[src/ssoe_pkg.sv]
// ----------------------------------------------------------------------------
// ssoe_pkg: shared types and codes of the sorted set operation engine
// Request and result beat layouts, request and mode codes, controller states
// and the command/status bundles between controller and datapath.
// ----------------------------------------------------------------------------
package ssoe_pkg;

	localparam int DATA_W        = 32;
	localparam int DEPTH_DEFAULT = 16;
	localparam int REQ_W         = 3;
	localparam int MODE_W        = 3;

	// request codes
	localparam logic [REQ_W-1:0] REQ_LOAD_A = 3'd0;
	localparam logic [REQ_W-1:0] REQ_LOAD_B = 3'd1;
	localparam logic [REQ_W-1:0] REQ_RUN    = 3'd2;
	localparam logic [REQ_W-1:0] REQ_CLEAR  = 3'd3;
	localparam logic [REQ_W-1:0] REQ_MEMBER = 3'd4;

	// operation mode codes
	localparam logic [MODE_W-1:0] MODE_UNION  = 3'd0;
	localparam logic [MODE_W-1:0] MODE_INTER  = 3'd1;
	localparam logic [MODE_W-1:0] MODE_DIFF   = 3'd2;
	localparam logic [MODE_W-1:0] MODE_SUBSET = 3'd3;
	localparam logic [MODE_W-1:0] MODE_EQUAL  = 3'd4;
	localparam logic [MODE_W-1:0] MODE_PROPER = 3'd5;

	typedef struct packed {
		logic [REQ_W-1:0]         req_type;
		logic signed [DATA_W-1:0] value;
	} req_t;

	typedef struct packed {
		logic signed [DATA_W-1:0] result_value;
		logic                     result_flag;
		logic                     empty_result;
		logic                     overflow;
		logic                     is_last;
	} rsp_t;

	typedef enum logic [1:0] {
		ST_IDLE,
		ST_LOAD,
		ST_MEMBER,
		ST_RUN
	} state_t;

	// controller to datapath
	typedef struct packed {
		logic capture;
		logic clear;
		logic load_step;
		logic member_step;
		logic run_step;
	} cmd_t;

	// datapath to controller
	typedef struct packed {
		logic load_done;
		logic member_done;
		logic run_done;
	} sts_t;

endpackage

[src/ssoe_ctrl.sv]
// ----------------------------------------------------------------------------
// ssoe_ctrl: request sequencer of the sorted set operation engine
// Takes one request beat in idle, then steps the datapath through a load
// scan, a membership scan or a set run until the datapath reports done.
// ----------------------------------------------------------------------------
module ssoe_ctrl (
	input  logic                          clk,
	input  logic                          arst_n,
	input  logic                          req_valid,
	output logic                          req_ready,
	input  logic [ssoe_pkg::REQ_W-1:0]    req_type,
	input  ssoe_pkg::sts_t                sts,
	output ssoe_pkg::cmd_t                cmd
);

	ssoe_pkg::state_t state_q;
	ssoe_pkg::state_t state_nxt;

	// state register
	always_ff @(posedge clk or negedge arst_n) begin
		if (!arst_n) begin
			state_q <= ssoe_pkg::ST_IDLE;
		end else begin
			state_q <= state_nxt;
		end
	end

	// next state
	always_comb begin
		state_nxt = state_q;
		unique case (state_q)
			ssoe_pkg::ST_IDLE: begin
				if (req_valid) begin
					unique case (req_type)
						ssoe_pkg::REQ_LOAD_A,
						ssoe_pkg::REQ_LOAD_B: state_nxt = ssoe_pkg::ST_LOAD;
						ssoe_pkg::REQ_RUN:    state_nxt = ssoe_pkg::ST_RUN;
						ssoe_pkg::REQ_MEMBER: state_nxt = ssoe_pkg::ST_MEMBER;
						default:              state_nxt = ssoe_pkg::ST_IDLE;
					endcase
				end
			end
			ssoe_pkg::ST_LOAD: begin
				if (sts.load_done) state_nxt = ssoe_pkg::ST_IDLE;
			end
			ssoe_pkg::ST_MEMBER: begin
				if (sts.member_done) state_nxt = ssoe_pkg::ST_IDLE;
			end
			ssoe_pkg::ST_RUN: begin
				if (sts.run_done) state_nxt = ssoe_pkg::ST_IDLE;
			end
			default: state_nxt = ssoe_pkg::ST_IDLE;
		endcase
	end

	// outputs
	always_comb begin
		req_ready       = (state_q == ssoe_pkg::ST_IDLE);
		cmd.capture     = req_ready && req_valid;
		cmd.clear       = cmd.capture && (req_type == ssoe_pkg::REQ_CLEAR);
		cmd.load_step   = (state_q == ssoe_pkg::ST_LOAD);
		cmd.member_step = (state_q == ssoe_pkg::ST_MEMBER);
		cmd.run_step    = (state_q == ssoe_pkg::ST_RUN);
	end

endmodule

[src/ssoe_dp.sv]
// ----------------------------------------------------------------------------
// ssoe_dp: datapath of the sorted set operation engine
// Holds both sorted sets, their counts, the sticky overflow flag and the mode
// register; walks the sets with one pointer each and drives the result beat.
// ----------------------------------------------------------------------------
module ssoe_dp #(
	parameter int DEPTH = ssoe_pkg::DEPTH_DEFAULT
) (
	input  logic                           clk,
	input  logic                           arst_n,
	input  logic                           cfg_valid,
	input  logic [ssoe_pkg::MODE_W-1:0]    cfg_data,
	input  ssoe_pkg::req_t                 req_data,
	input  ssoe_pkg::cmd_t                 cmd,
	output ssoe_pkg::sts_t                 sts,
	output logic                           rsp_valid,
	input  logic                           rsp_ready,
	output ssoe_pkg::rsp_t                 rsp_data
);

	localparam int CW = $clog2(DEPTH + 1);
	localparam int IW = (DEPTH > 1) ? $clog2(DEPTH) : 1;
	localparam logic [CW-1:0] FULL = CW'(DEPTH);

	logic signed [ssoe_pkg::DATA_W-1:0] set_a_q [DEPTH];
	logic signed [ssoe_pkg::DATA_W-1:0] set_b_q [DEPTH];
	logic [CW-1:0]                      count_a_q;
	logic [CW-1:0]                      count_b_q;
	logic                               ovf_q;
	logic [ssoe_pkg::MODE_W-1:0]        mode_q;
	logic [ssoe_pkg::REQ_W-1:0]         cur_type_q;
	logic signed [ssoe_pkg::DATA_W-1:0] cur_val_q;
	logic [CW-1:0]                      i_q;
	logic [CW-1:0]                      j_q;
	logic                               pend_q;
	logic signed [ssoe_pkg::DATA_W-1:0] pend_val_q;
	logic                               rsp_valid_q;
	ssoe_pkg::rsp_t                     rsp_q;

	logic signed [ssoe_pkg::DATA_W-1:0] av;
	logic signed [ssoe_pkg::DATA_W-1:0] bv;
	logic                               a_ok;
	logic                               b_ok;
	logic                               lt;
	logic                               gt;
	logic                               step_ok;

	logic                               ld_b;
	logic                               ld_ok;
	logic signed [ssoe_pkg::DATA_W-1:0] ld_v;
	logic                               ld_hit;
	logic                               ld_adv;
	logic                               ld_full;
	logic                               ins_a;
	logic                               ins_b;

	logic                               mem_hit;
	logic                               mem_end;

	logic                               set_mode;
	logic                               run_go;
	logic                               run_emit;
	logic signed [ssoe_pkg::DATA_W-1:0] run_val;
	logic                               run_inc_i;
	logic                               run_inc_j;
	logic                               run_end;
	logic                               run_flag;

	logic                               rsp_we;
	ssoe_pkg::rsp_t                     rsp_nxt;

	// read both sets at their pointers and compare
	always_comb begin
		av      = set_a_q[i_q[IW-1:0]];
		bv      = set_b_q[j_q[IW-1:0]];
		a_ok    = (i_q < count_a_q);
		b_ok    = (j_q < count_b_q);
		lt      = (av < bv);
		gt      = (bv < av);
		step_ok = !rsp_valid_q || rsp_ready;
	end

	// load scan: advance past smaller entries, then insert, drop or flag overflow
	always_comb begin
		ld_b    = (cur_type_q == ssoe_pkg::REQ_LOAD_B);
		ld_ok   = ld_b ? b_ok : a_ok;
		ld_v    = ld_b ? bv : av;
		ld_hit  = ld_ok && (ld_v == cur_val_q);
		ld_adv  = ld_ok && (ld_v < cur_val_q);
		ld_full = ld_b ? (count_b_q >= FULL) : (count_a_q >= FULL);
		ins_a   = cmd.load_step && !ld_adv && !ld_hit && !ld_full && !ld_b;
		ins_b   = cmd.load_step && !ld_adv && !ld_hit && !ld_full && ld_b;
	end

	// membership scan over A
	always_comb begin
		mem_hit = a_ok && (av == cur_val_q);
		mem_end = !a_ok || mem_hit;
	end

	// one merge step of the selected operation
	always_comb begin
		set_mode  = (mode_q == ssoe_pkg::MODE_UNION) || (mode_q == ssoe_pkg::MODE_INTER) ||
			(mode_q == ssoe_pkg::MODE_DIFF);
		run_emit  = 1'b0;
		run_val   = av;
		run_inc_i = 1'b0;
		run_inc_j = 1'b0;
		run_end   = 1'b0;
		run_flag  = 1'b0;
		unique case (mode_q)
			ssoe_pkg::MODE_UNION: begin
				if (!a_ok && !b_ok) begin
					run_end = 1'b1;
				end else if (!b_ok || (a_ok && lt)) begin
					run_emit  = 1'b1;
					run_inc_i = 1'b1;
				end else if (!a_ok || gt) begin
					run_emit  = 1'b1;
					run_val   = bv;
					run_inc_j = 1'b1;
				end else begin
					run_emit  = 1'b1;
					run_inc_i = 1'b1;
					run_inc_j = 1'b1;
				end
			end
			ssoe_pkg::MODE_INTER: begin
				if (!a_ok || !b_ok) begin
					run_end = 1'b1;
				end else if (lt) begin
					run_inc_i = 1'b1;
				end else if (gt) begin
					run_inc_j = 1'b1;
				end else begin
					run_emit  = 1'b1;
					run_inc_i = 1'b1;
					run_inc_j = 1'b1;
				end
			end
			ssoe_pkg::MODE_DIFF: begin
				if (!a_ok) begin
					run_end = 1'b1;
				end else if (!b_ok || lt) begin
					run_emit  = 1'b1;
					run_inc_i = 1'b1;
				end else if (gt) begin
					run_inc_j = 1'b1;
				end else begin
					run_inc_i = 1'b1;
					run_inc_j = 1'b1;
				end
			end
			ssoe_pkg::MODE_SUBSET,
			ssoe_pkg::MODE_EQUAL,
			ssoe_pkg::MODE_PROPER: begin
				if (!a_ok) begin
					// every element of A was found in B
					run_end = 1'b1;
					unique case (mode_q)
						ssoe_pkg::MODE_SUBSET: run_flag = 1'b1;
						ssoe_pkg::MODE_EQUAL:  run_flag = (count_a_q == count_b_q);
						default:               run_flag = (count_b_q > count_a_q);
					endcase
				end else if (!b_ok || lt) begin
					run_end = 1'b1;
				end else if (gt) begin
					run_inc_j = 1'b1;
				end else begin
					run_inc_i = 1'b1;
					run_inc_j = 1'b1;
				end
			end
			default: begin
				run_end = 1'b1;
			end
		endcase
		run_go = cmd.run_step && step_ok;
	end

	// next result beat; an element waits in the pending slot until its successor
	// or the end of the run tells whether it is the last one
	always_comb begin
		rsp_we                = 1'b0;
		rsp_nxt.result_value  = '0;
		rsp_nxt.result_flag   = 1'b0;
		rsp_nxt.empty_result  = 1'b0;
		rsp_nxt.overflow      = ovf_q;
		rsp_nxt.is_last       = 1'b0;
		if (run_go && run_emit && pend_q) begin
			rsp_we               = 1'b1;
			rsp_nxt.result_value = pend_val_q;
		end else if (run_go && run_end) begin
			rsp_we          = 1'b1;
			rsp_nxt.is_last = 1'b1;
			if (!set_mode) begin
				rsp_nxt.result_flag = run_flag;
			end else if (pend_q) begin
				rsp_nxt.result_value = pend_val_q;
			end else begin
				rsp_nxt.empty_result = 1'b1;
			end
		end else if (cmd.member_step && step_ok && mem_end) begin
			rsp_we              = 1'b1;
			rsp_nxt.result_flag = mem_hit;
			rsp_nxt.is_last     = 1'b1;
		end
	end

	// status back to the controller
	always_comb begin
		sts.load_done   = cmd.load_step && !ld_adv;
		sts.member_done = cmd.member_step && step_ok && mem_end;
		sts.run_done    = run_go && run_end;
	end

	// mode register, counts, overflow flag
	always_ff @(posedge clk or negedge arst_n) begin
		if (!arst_n) begin
			mode_q    <= ssoe_pkg::MODE_UNION;
			count_a_q <= '0;
			count_b_q <= '0;
			ovf_q     <= 1'b0;
		end else begin
			if (cfg_valid) mode_q <= cfg_data;
			if (cmd.clear) begin
				count_a_q <= '0;
				count_b_q <= '0;
				ovf_q     <= 1'b0;
			end else begin
				if (ins_a) count_a_q <= count_a_q + CW'(1);
				if (ins_b) count_b_q <= count_b_q + CW'(1);
				if (cmd.load_step && !ld_adv && !ld_hit && ld_full) ovf_q <= 1'b1;
			end
		end
	end

	// scan pointers and pending slot
	always_ff @(posedge clk or negedge arst_n) begin
		if (!arst_n) begin
			i_q    <= '0;
			j_q    <= '0;
			pend_q <= 1'b0;
		end else begin
			if (cmd.capture) begin
				i_q    <= '0;
				j_q    <= '0;
				pend_q <= 1'b0;
			end else begin
				if ((cmd.load_step && ld_adv && !ld_b) ||
					(cmd.member_step && step_ok && !mem_end) ||
					(run_go && run_inc_i)) begin
					i_q <= i_q + CW'(1);
				end
				if ((cmd.load_step && ld_adv && ld_b) || (run_go && run_inc_j)) begin
					j_q <= j_q + CW'(1);
				end
				if (run_go && run_emit) begin
					pend_q <= 1'b1;
				end else if (run_go && run_end) begin
					pend_q <= 1'b0;
				end
			end
		end
	end

	// request and pending payload
	always_ff @(posedge clk) begin
		if (cmd.capture) begin
			cur_type_q <= req_data.req_type;
			cur_val_q  <= req_data.value;
		end
		if (run_go && run_emit) pend_val_q <= run_val;
	end

	// set entries: shift up above the insert point, write the value at it
	for (genvar e = 0; e < DEPTH; e++) begin : g_entry
		if (e == 0) begin : g_first
			always_ff @(posedge clk) begin
				if (ins_a && (i_q == '0)) set_a_q[e] <= cur_val_q;
				if (ins_b && (j_q == '0)) set_b_q[e] <= cur_val_q;
			end
		end else begin : g_rest
			always_ff @(posedge clk) begin
				if (ins_a) begin
					if (CW'(e) == i_q) begin
						set_a_q[e] <= cur_val_q;
					end else if (CW'(e) > i_q) begin
						set_a_q[e] <= set_a_q[e-1];
					end
				end
				if (ins_b) begin
					if (CW'(e) == j_q) begin
						set_b_q[e] <= cur_val_q;
					end else if (CW'(e) > j_q) begin
						set_b_q[e] <= set_b_q[e-1];
					end
				end
			end
		end
	end

	// output register
	always_ff @(posedge clk or negedge arst_n) begin
		if (!arst_n) begin
			rsp_valid_q <= 1'b0;
		end else if (rsp_we) begin
			rsp_valid_q <= 1'b1;
		end else if (rsp_ready) begin
			rsp_valid_q <= 1'b0;
		end
	end

	always_ff @(posedge clk) begin
		if (rsp_we) rsp_q <= rsp_nxt;
	end

	assign rsp_valid = rsp_valid_q;
	assign rsp_data  = rsp_q;

endmodule

[src/sorted_set_operation_engine_unit.sv]
// ----------------------------------------------------------------------------
// sorted_set_operation_engine_unit: sorted set union, intersection, difference
// Two sorted sets A and B of distinct signed values with ordered insert,
// set operations selected by a mode register, and membership tests in A.
// ----------------------------------------------------------------------------
// Usage:
//   req channel: one beat per request (load A, load B, run, clear, member).
//   rsp channel: result beats; is_last marks the final beat of a request.
//   cfg channel: writes op_mode, always ready; write only while idle.
// Request handling:
//   load   : taken in idle, then a scan past the smaller entries of the set, no beats.
//   clear  : taken in idle, no beats.
//   member : taken in idle, then a scan over A, one flag beat.
//   run    : taken in idle, then a merge walk; the last beat is registered at
//            the final step. Set results stream at most one beat per merge step.
//   The merge walk goes over both sets with one element pointer each.
// A new request is taken once the current one has finished; the last beat of
// the finished one may still wait in the output register. A stalled receiver
// holds the beat and stalls the merge walk. Reset empties both sets, clears
// the overflow flag and sets op_mode to union; no clearing pass is needed.
// ----------------------------------------------------------------------------
module sorted_set_operation_engine_unit #(
	parameter int DEPTH = ssoe_pkg::DEPTH_DEFAULT
) (
	input  logic                          clk,
	input  logic                          arst_n,
	input  logic                          req_valid,
	output logic                          req_ready,
	input  ssoe_pkg::req_t                req_data,
	output logic                          rsp_valid,
	input  logic                          rsp_ready,
	output ssoe_pkg::rsp_t                rsp_data,
	input  logic                          cfg_valid,
	output logic                          cfg_ready,
	input  logic [ssoe_pkg::MODE_W-1:0]   cfg_data
);

	ssoe_pkg::cmd_t cmd;
	ssoe_pkg::sts_t sts;

	assign cfg_ready = 1'b1;

	// sequencer
	ssoe_ctrl u_ctrl (
		.clk       (clk),
		.arst_n    (arst_n),
		.req_valid (req_valid),
		.req_ready (req_ready),
		.req_type  (req_data.req_type),
		.sts       (sts),
		.cmd       (cmd)
	);

	// set storage and merge datapath
	ssoe_dp #(
		.DEPTH (DEPTH)
	) u_dp (
		.clk       (clk),
		.arst_n    (arst_n),
		.cfg_valid (cfg_valid),
		.cfg_data  (cfg_data),
		.req_data  (req_data),
		.cmd       (cmd),
		.sts       (sts),
		.rsp_valid (rsp_valid),
		.rsp_ready (rsp_ready),
		.rsp_data  (rsp_data)
	);

	// at most one controller action per cycle
	assert property (@(posedge clk) disable iff (!arst_n)
		$onehot0({cmd.capture, cmd.load_step, cmd.member_step, cmd.run_step}))
		else $error("controller issued overlapping commands");

	// a finished run leaves its final beat in the output register
	assert property (@(posedge clk) disable iff (!arst_n)
		sts.run_done |=> rsp_valid && rsp_data.is_last)
		else $error("run finished without a last beat");

	// a membership answer is a single flag beat
	assert property (@(posedge clk) disable iff (!arst_n)
		sts.member_done |=> rsp_valid && rsp_data.is_last && !rsp_data.empty_result &&
			(rsp_data.result_value == '0))
		else $error("membership answer malformed");

	// a run request blocks further requests until it is done
	assert property (@(posedge clk) disable iff (!arst_n)
		cmd.capture && (req_data.req_type == ssoe_pkg::REQ_RUN) |=> !req_ready)
		else $error("request taken during a run");

endmodule

[config.mk]
export PLATFORM = sky130hd
export DESIGN_NAME = sorted_set_operation_engine_unit
export DESIGN_NICKNAME = d
export VERILOG_FILES = /design/src/ssoe_pkg.sv /design/src/ssoe_ctrl.sv /design/src/ssoe_dp.sv /design/src/sorted_set_operation_engine_unit.sv
export SDC_FILE = /design/constraint.sdc
export NUM_CORES = 2
export LEC_CHECK = 0
export ABC_CLOCK_PERIOD_IN_PS = 9840
export BUFFER_PORTS_ARGS = -buffer_cell sky130_fd_sc_hd__buf_4
export CORE_AREA = 2 2 281 394
export CTS_CLUSTER_DIAMETER = 120
export CTS_CLUSTER_SIZE = 16
export DETAILED_ROUTE_END_ITERATION = 6
export DIE_AREA = 0 0 283 396
export GPL_ROUTABILITY_DRIVEN = 1
export PLACE_DENSITY = 0.7
export SLEW_MARGIN = 20
export SYNTH_ARGS = -nofsm -noshare
export SYNTH_HDL_FRONTEND = slang
export SYNTH_SLANG_ARGS = --single-unit
[constraint.sdc]
create_clock -name clk -period 9.84 [get_ports clk]
set_clock_uncertainty 0.05 [all_clocks]
set_input_delay 1.476 -clock clk [delete_from_list [all_inputs] [get_ports clk]]
set_output_delay 1.476 -clock clk [all_outputs]
set_load 0.05 [all_outputs]
# [Word level (Yosys, flattened, before mapping)]
# Memory sizes are Yosys's and may differ from the RTL's.
# Index checks and enable logic that the tools add are counted.
[word_totals] ram_bits=1024 output_inout_bits=39 register_bits=131 memories=2
[classes] n_eq_ne=50 magnitude_cmp=38 addsub=4 n_bitwise=32 n_mux=315 n_reduce_logical=63
[mem_list] memory="u_dp.set_a_q" depth=16 word_bits=32 rd=16 rd_clocked_by_memory_dff=0 wr=16 line="ssoe_dp.sv:25" source="logic signed [ssoe_pkg::DATA_W-1:0] set_a_q [DEPTH];"
[mem_list] memory="u_dp.set_b_q" depth=16 word_bits=32 rd=16 rd_clocked_by_memory_dff=0 wr=16 line="ssoe_dp.sv:26" source="logic signed [ssoe_pkg::DATA_W-1:0] set_b_q [DEPTH];"
[op_table] cell="$mux 32" n=39
[op_table] cell="$mux 1" n=257
[op_table] cell="$lt 32x32->1" n=3
[op_table] cell="$eq 4x5->1 const A" n=16
[op_table] cell="$gt 4x5->1 const A" n=16
[op_table] cell="$eq 32x32->1" n=2
[op_table] cell="$eq 3x5->1 const A" n=8
[op_table] cell="$gt 3x5->1 const A" n=8
[op_table] cell="$mux 5" n=8
[op_table] cell="$or 1x1->1" n=30
[op_table] cell="$logic_and 1x1->1" n=27
[op_table] cell="$add 5x1->5 const B" n=4
[op_table] cell="$eq 2x5->1 const A" n=4
[op_table] cell="$gt 2x5->1 const A" n=4
[op_table] cell="$eq 3x2->1 const B" n=4
[op_table] cell="$reduce_bool 2->1" n=6
[op_table] cell="$logic_or 1x1->1" n=11
[op_table] cell="$eq 1x5->1 const A" n=2
[op_table] cell="$ge 5x5->1 const B" n=2
[op_table] cell="$gt 1x5->1 const A" n=2
[op_table] cell="$logic_not 5->1" n=2
[op_table] cell="$lt 5x5->1" n=2
[op_table] cell="$eq 3x1->1 const B" n=3
[op_table] cell="$eq 3x3->1 const B" n=3
[op_table] cell="20 further kinds" n=39

# [Depth between registers and ports, before layout]
[logic_depth] word_depth=12 depth_mapped=25 ltp_nobuf=18

# [Hierarchy]
# Synthesis repeated with hierarchy kept, for this count alone.
[unflattened] hier_cells=3830 area_unflattened_um2=58683.8
[modules_own_cells] module="ssoe_dp" n_inst=1 cells_each=3812 seq_area_each_um2=34493.1 area_each_um2=58513.6
[modules_own_cells] module="ssoe_ctrl" n_inst=1 cells_each=16 seq_area_each_um2=50.0 area_each_um2=158.9
[modules_own_cells] module="sorted_set_operation_engine_unit" n_inst=1 cells_each=2 seq_area_each_um2=0.0 area_each_um2=11.3

# [Worst setup path before layout]
# No wires, ideal clock.
[synth_path] path_kind="reg2reg" startpoint="register u_dp.j_q[1]" endpoint="memory u_dp.set_a_q[0][0] (netlist name), enable pin" n_path_buf=4 slack_ns=1.916 arrival_ns=7.482 period_less_slack_ns=7.924 stages_incl_launch_ff=19 path_cell_list="dfrtp_1 > clkbuf_1 > clkbuf_1 > buf_1 > mux4_2 > mux4_2 > inv_1 > o21ai_0 > ha_1 > nand4_1 > or4_1 > or3_1 > and3_1 > a211oi_2 > o2111ai_2 > or3_4 > buf_2 > nor2_1 > and2_1"
[synth_rtl] item="start: declaration" line="ssoe_dp.sv:34" source="logic [CW-1:0] j_q;"
[synth_rtl] item="start signal: assignment" line="ssoe_dp.sv:256" source="j_q <= j_q + CW'(1);"
[synth_rtl] item="end: declaration" line="ssoe_dp.sv:25"

==> impl_table.tex <==
\begin{tabular}{lr}
\hline
Metric & Value \\
\hline
\multicolumn{2}{l}{\textbf{Status}} \\
\quad Run status & finished clean \\
\multicolumn{2}{l}{\textbf{Critical path}} \\
\quad Start point of the critical path & u\_dp.i\_q[1]\$\_DFFE\_PN0P\_ \\
\quad Worst reg-to-reg setup slack & 1.31 ns \\
\quad Arrival time worst endpoint & 8.93 ns \\
\quad Worst setup EP type & register \\
\quad Required time at the worst-slack endpoint & 10.24 ns \\
\quad Maximum fanout along the worst path & 32 \\
\quad Worst r2r dst & u\_dp.set\_b\_q[1][12]\$\_DFFE\_PP\_ \\
\quad Crit path launch type & register \\
\quad Cell depth of the worst flop-to-flop path & 19 \\
\quad Destination of the critical timing path & u\_dp.set\_b\_q[1][12]\$\_DFFE\_PP\_ \\
\quad Reg-to-reg startpoint & u\_dp.i\_q[1]\$\_DFFE\_PN0P\_ \\
\quad Start-to-end type of the worst setup path & register to register \\
\multicolumn{2}{l}{\textbf{Route}} \\
\quad Total Routed Length & 168000 um \\
\quad DRC & 0 \\
\quad Number of vias per cell after detailed routing & 6.69 \\
\quad Routed length per placed instance & 32.3 um \\
\quad Post-DRT Antenna Nets & 0 \\
\quad Via count & 34900 \\
\quad Number of search-and-repair iterations in the first detailed-routing pass & 5 \\
\quad Number of violations reported at the end of detailed-routing iteration 0 & 3971 \\
\multicolumn{2}{l}{\textbf{Place}} \\
\quad Placer Congestion & 0.938 \\
\quad DPL Wire Length & 112000 um \\
\quad Port Buf Inserts & 80 \\
\multicolumn{2}{l}{\textbf{Die}} \\
\quad Chip Width & 283 um \\
\quad Die height & 396 um \\
\quad Die ar. & 112000 um2 \\
\quad Core region area & 108000 um2 \\
\quad Number of top-level pins & 82 \\
\quad Site Rows & 143 \\
\quad Initial Util & 54.6\% \\
\multicolumn{2}{l}{\textbf{Clock network}} \\
\quad Clock tree from TritonCTS & done \\
\quad Clock buffer count from CTS & 82 \\
\quad CTS sink count & 1155 \\
\quad Clock Tree Root & clkbuf\_16 \\
\quad \# resized after CTS & 0 \\
\quad Clk slew on worst S/H paths & 0.07 ns \\
\quad Hold Buf Count CTS & 0 \\
\quad Number of H-tree branching levels & 3 \\
\quad Largest buffer count on any clock path & 3 \\
\quad Clock latency reported for the late side of the worst-skew pair & 0.70 ns \\
\quad Setup Fix Bufs, Post-CTS & 0 \\
\multicolumn{2}{l}{\textbf{Global routing}} \\
\quad Via count of the first global-routing pass & 35300 \\
\quad Wire length of the first global-routing pass & 246000 um \\
\quad Number of antenna violations at the first check in global routing & 4 \\
\quad Pin count of the biggest net entering global routing & 89 \\
\quad GR Util All Layers & 29.9\% \\
\quad Remaining Overflow, GRT & 0 \\
\multicolumn{2}{l}{\textbf{Synthesis}} \\
\quad Seq cells post-synth & 1155 \\
\quad Library cells used by synthesis & 75 \\
\quad Syn Nets & 3880 \\
\quad Fraction of registers with async set or reset after synthesis & 2.42\% \\
\quad Synth Cell Area & 59200 um2 \\
\quad Share of the yosys chip area belonging to registers & 58.4\% \\
\quad Per-instance average area after synthesis & 15.8 um2 \\
\quad Count of warnings emitted by yosys & 0 \\
\quad Most instantiated flip-flop cell in the synthesis netlist & edfxtp\_1 \\
\quad Post-synth EDFFs & 1127 \\
\quad Number of standard cells after synthesis & 3752 \\
\multicolumn{2}{l}{\textbf{Finish}} \\
\quad Fraction of final layout cells with drive strength greater than 1 & 42.1\% \\
\quad Share of the core filled with cells & 59.2\% \\
\quad Most frequent cells in the layout & edfxtp\_1, mux2\_2, mux4\_2 \\
\quad Final nets & 3869 \\
\quad Most frequent standard cell in the layout excluding fill and tap cells & edfxtp\_1 \\
\quad Synth-to-layout area growth & 8.25\% \\
\multicolumn{2}{l}{\textbf{Timing}} \\
\quad Tightest Pin Transition & 1.12 ns \\
\quad Share of the cycle needed by the critical path after routing & 86.7\% \\
\quad Achievable clock frequency & 117 MHz \\
\quad RSZ-0062 raised after global routing & false \\
\quad Endpoints failing hold & 0 \\
\quad Max Transition Viols Final & 0 \\
\quad Relative slew slack & 25.1\% \\
\quad Total negative slack for setup checks & 0 ns \\
\quad Final count of negative-setup-slack endpoints & 0 \\
\quad Shortest period the worst path allows & 8.53 ns \\
\multicolumn{2}{l}{\textbf{Pwr}} \\
\quad Peak supply drop & 0.167 mV \\
\quad Leakage power figure & 0.0212 uW \\
\quad Power Density & 239 nW/um2 \\
\multicolumn{2}{l}{\textbf{Worst hold path}} \\
\quad Min-delay worst type & register to register \\
\quad Cells on Worst Hold Path & 0 \\
\multicolumn{2}{l}{\textbf{Job}} \\
\quad Max Cap Viol & 0 \\
\hline
\end{tabular}
per-layer routing:
layer / share of wire [%] / track usage, % / vias to the layer above
met5: 0.012 / 0 / -
met3: 7.5 / 4.33 / 391
met2: 50 / 50.8 / 1790
met4: 4.9 / 13.9 / 2
met1: 37 / 37.9 / 18000
li1: - / - / 14700
cell type report:
type                    instances  area (um2)
fillers                      8190       44200
flip-flops and latches       1155       34600
multi-input cells            2184       23300
clock buffers                 106        2180
well taps                    1450        1810
repair buffers                223        1750
inverters                      95         362
clock inverters                 6        82.6
diodes                          3        7.51
sequential cells by signal, summed over array words and instances (netlist names):
signal / count
u_ctrl.state_q: 2
u_dp.rsp_valid: 1
u_dp.count_b_q: 5
u_dp.set_b_q: 512
u_dp.count_a_q: 5
u_dp.set_a_q: 512
u_dp.pend_q: 1
u_dp.cur_val_q: 32
u_dp.ovf_q: 1
u_dp.cur_type_q: 3
u_dp.j_q: 5
u_dp.i_q: 5
u_dp.pend_val_q: 32
u_dp.rsp_data: 36
u_dp.mode_q: 3
per-stage QoR:
step	hold WS [ns]	area, um2	total power (uW)	cells	worst slack, ns
3_3_place_gp	0.385	61700	12000	5105	1.63
4_1_cts	0.425	64000	15200	5217	1.46
5_1_grt	0.437	64000	15900	5219	1.16
6_report	0.423	64000	15300	5222	1.31
3_5_place_dp	0.408	61700	12000	5105	1.47
2_1_floorplan	0.376	59200	10100	3752	1.92
worst max-delay path, cell delays in order, from the launching register on:
cell and delay, ns:
dfrtp_2 0.68, nor2b_1 0.72, buf_4 0.30, a22oi_1 0.09
a221oi_1 0.74, nor2_1 0.24, nand2_1 0.11, o21ai_0 0.11
ha_1 0.33, nand4_1 0.27, or4_1 0.63, or3_1 0.44
and3_1 0.20, a211oi_2 0.42, o2111ai_2 0.58, inv_2 0.57
buf_4 0.34, and3_2 0.61, buf_4 0.43, mux2_2 0.38
logic make-up after synthesis:
family          synth area share [%]
xor+xnor                       0.192
simple gates                    3.50
compound gates                  4.35
other cells                  0.00634
buf+inv                         3.04
fa+ha+maj                       1.81
mux                             28.7
flops                           58.4
Yosys cell counts, types with 39 or more instances:
cell	count	area (um2)
ha_1	85	1060
o21ai_0	140	701
and2_1	56	350
buf_2	74	370
nand2_1	137	514
clkbuf_1	185	694
nor2_1	68	255
mux2_2	895	10100
a21oi_1	98	490
mux4_2	230	5180
mux2_4	60	901
mux2_1	39	439
inv_1	92	345
edfxtp_1	1127	33800
power breakdown:
part           internal, uW  switching (uW)
logic                  2220            3380
clock network          1560            1710
registers              6130             320
total                  9900            5410
worst min-delay path by stage:
stage | from | to | slack (ns)
CTS | u_dp.ovf_q$_DFFE_PN0P_ | u_dp.rsp_data[1]$_DFFE_PP_ | 0.43
finish | u_dp.ovf_q$_DFFE_PN0P_ | u_dp.rsp_data[1]$_DFFE_PP_ | 0.42
floorplan | u_dp.ovf_q$_DFFE_PN0P_ | u_dp.rsp_data[1]$_DFFE_PP_ | 0.38
global route | u_dp.ovf_q$_DFFE_PN0P_ | u_dp.rsp_data[1]$_DFFE_PP_ | 0.44
detailed placement | u_dp.ovf_q$_DFFE_PN0P_ | u_dp.rsp_data[1]$_DFFE_PP_ | 0.41
global placement | u_dp.ovf_q$_DFFE_PN0P_ | u_dp.rsp_data[1]$_DFFE_PP_ | 0.39
No activity file was read; power rests on OpenSTA's default activity.
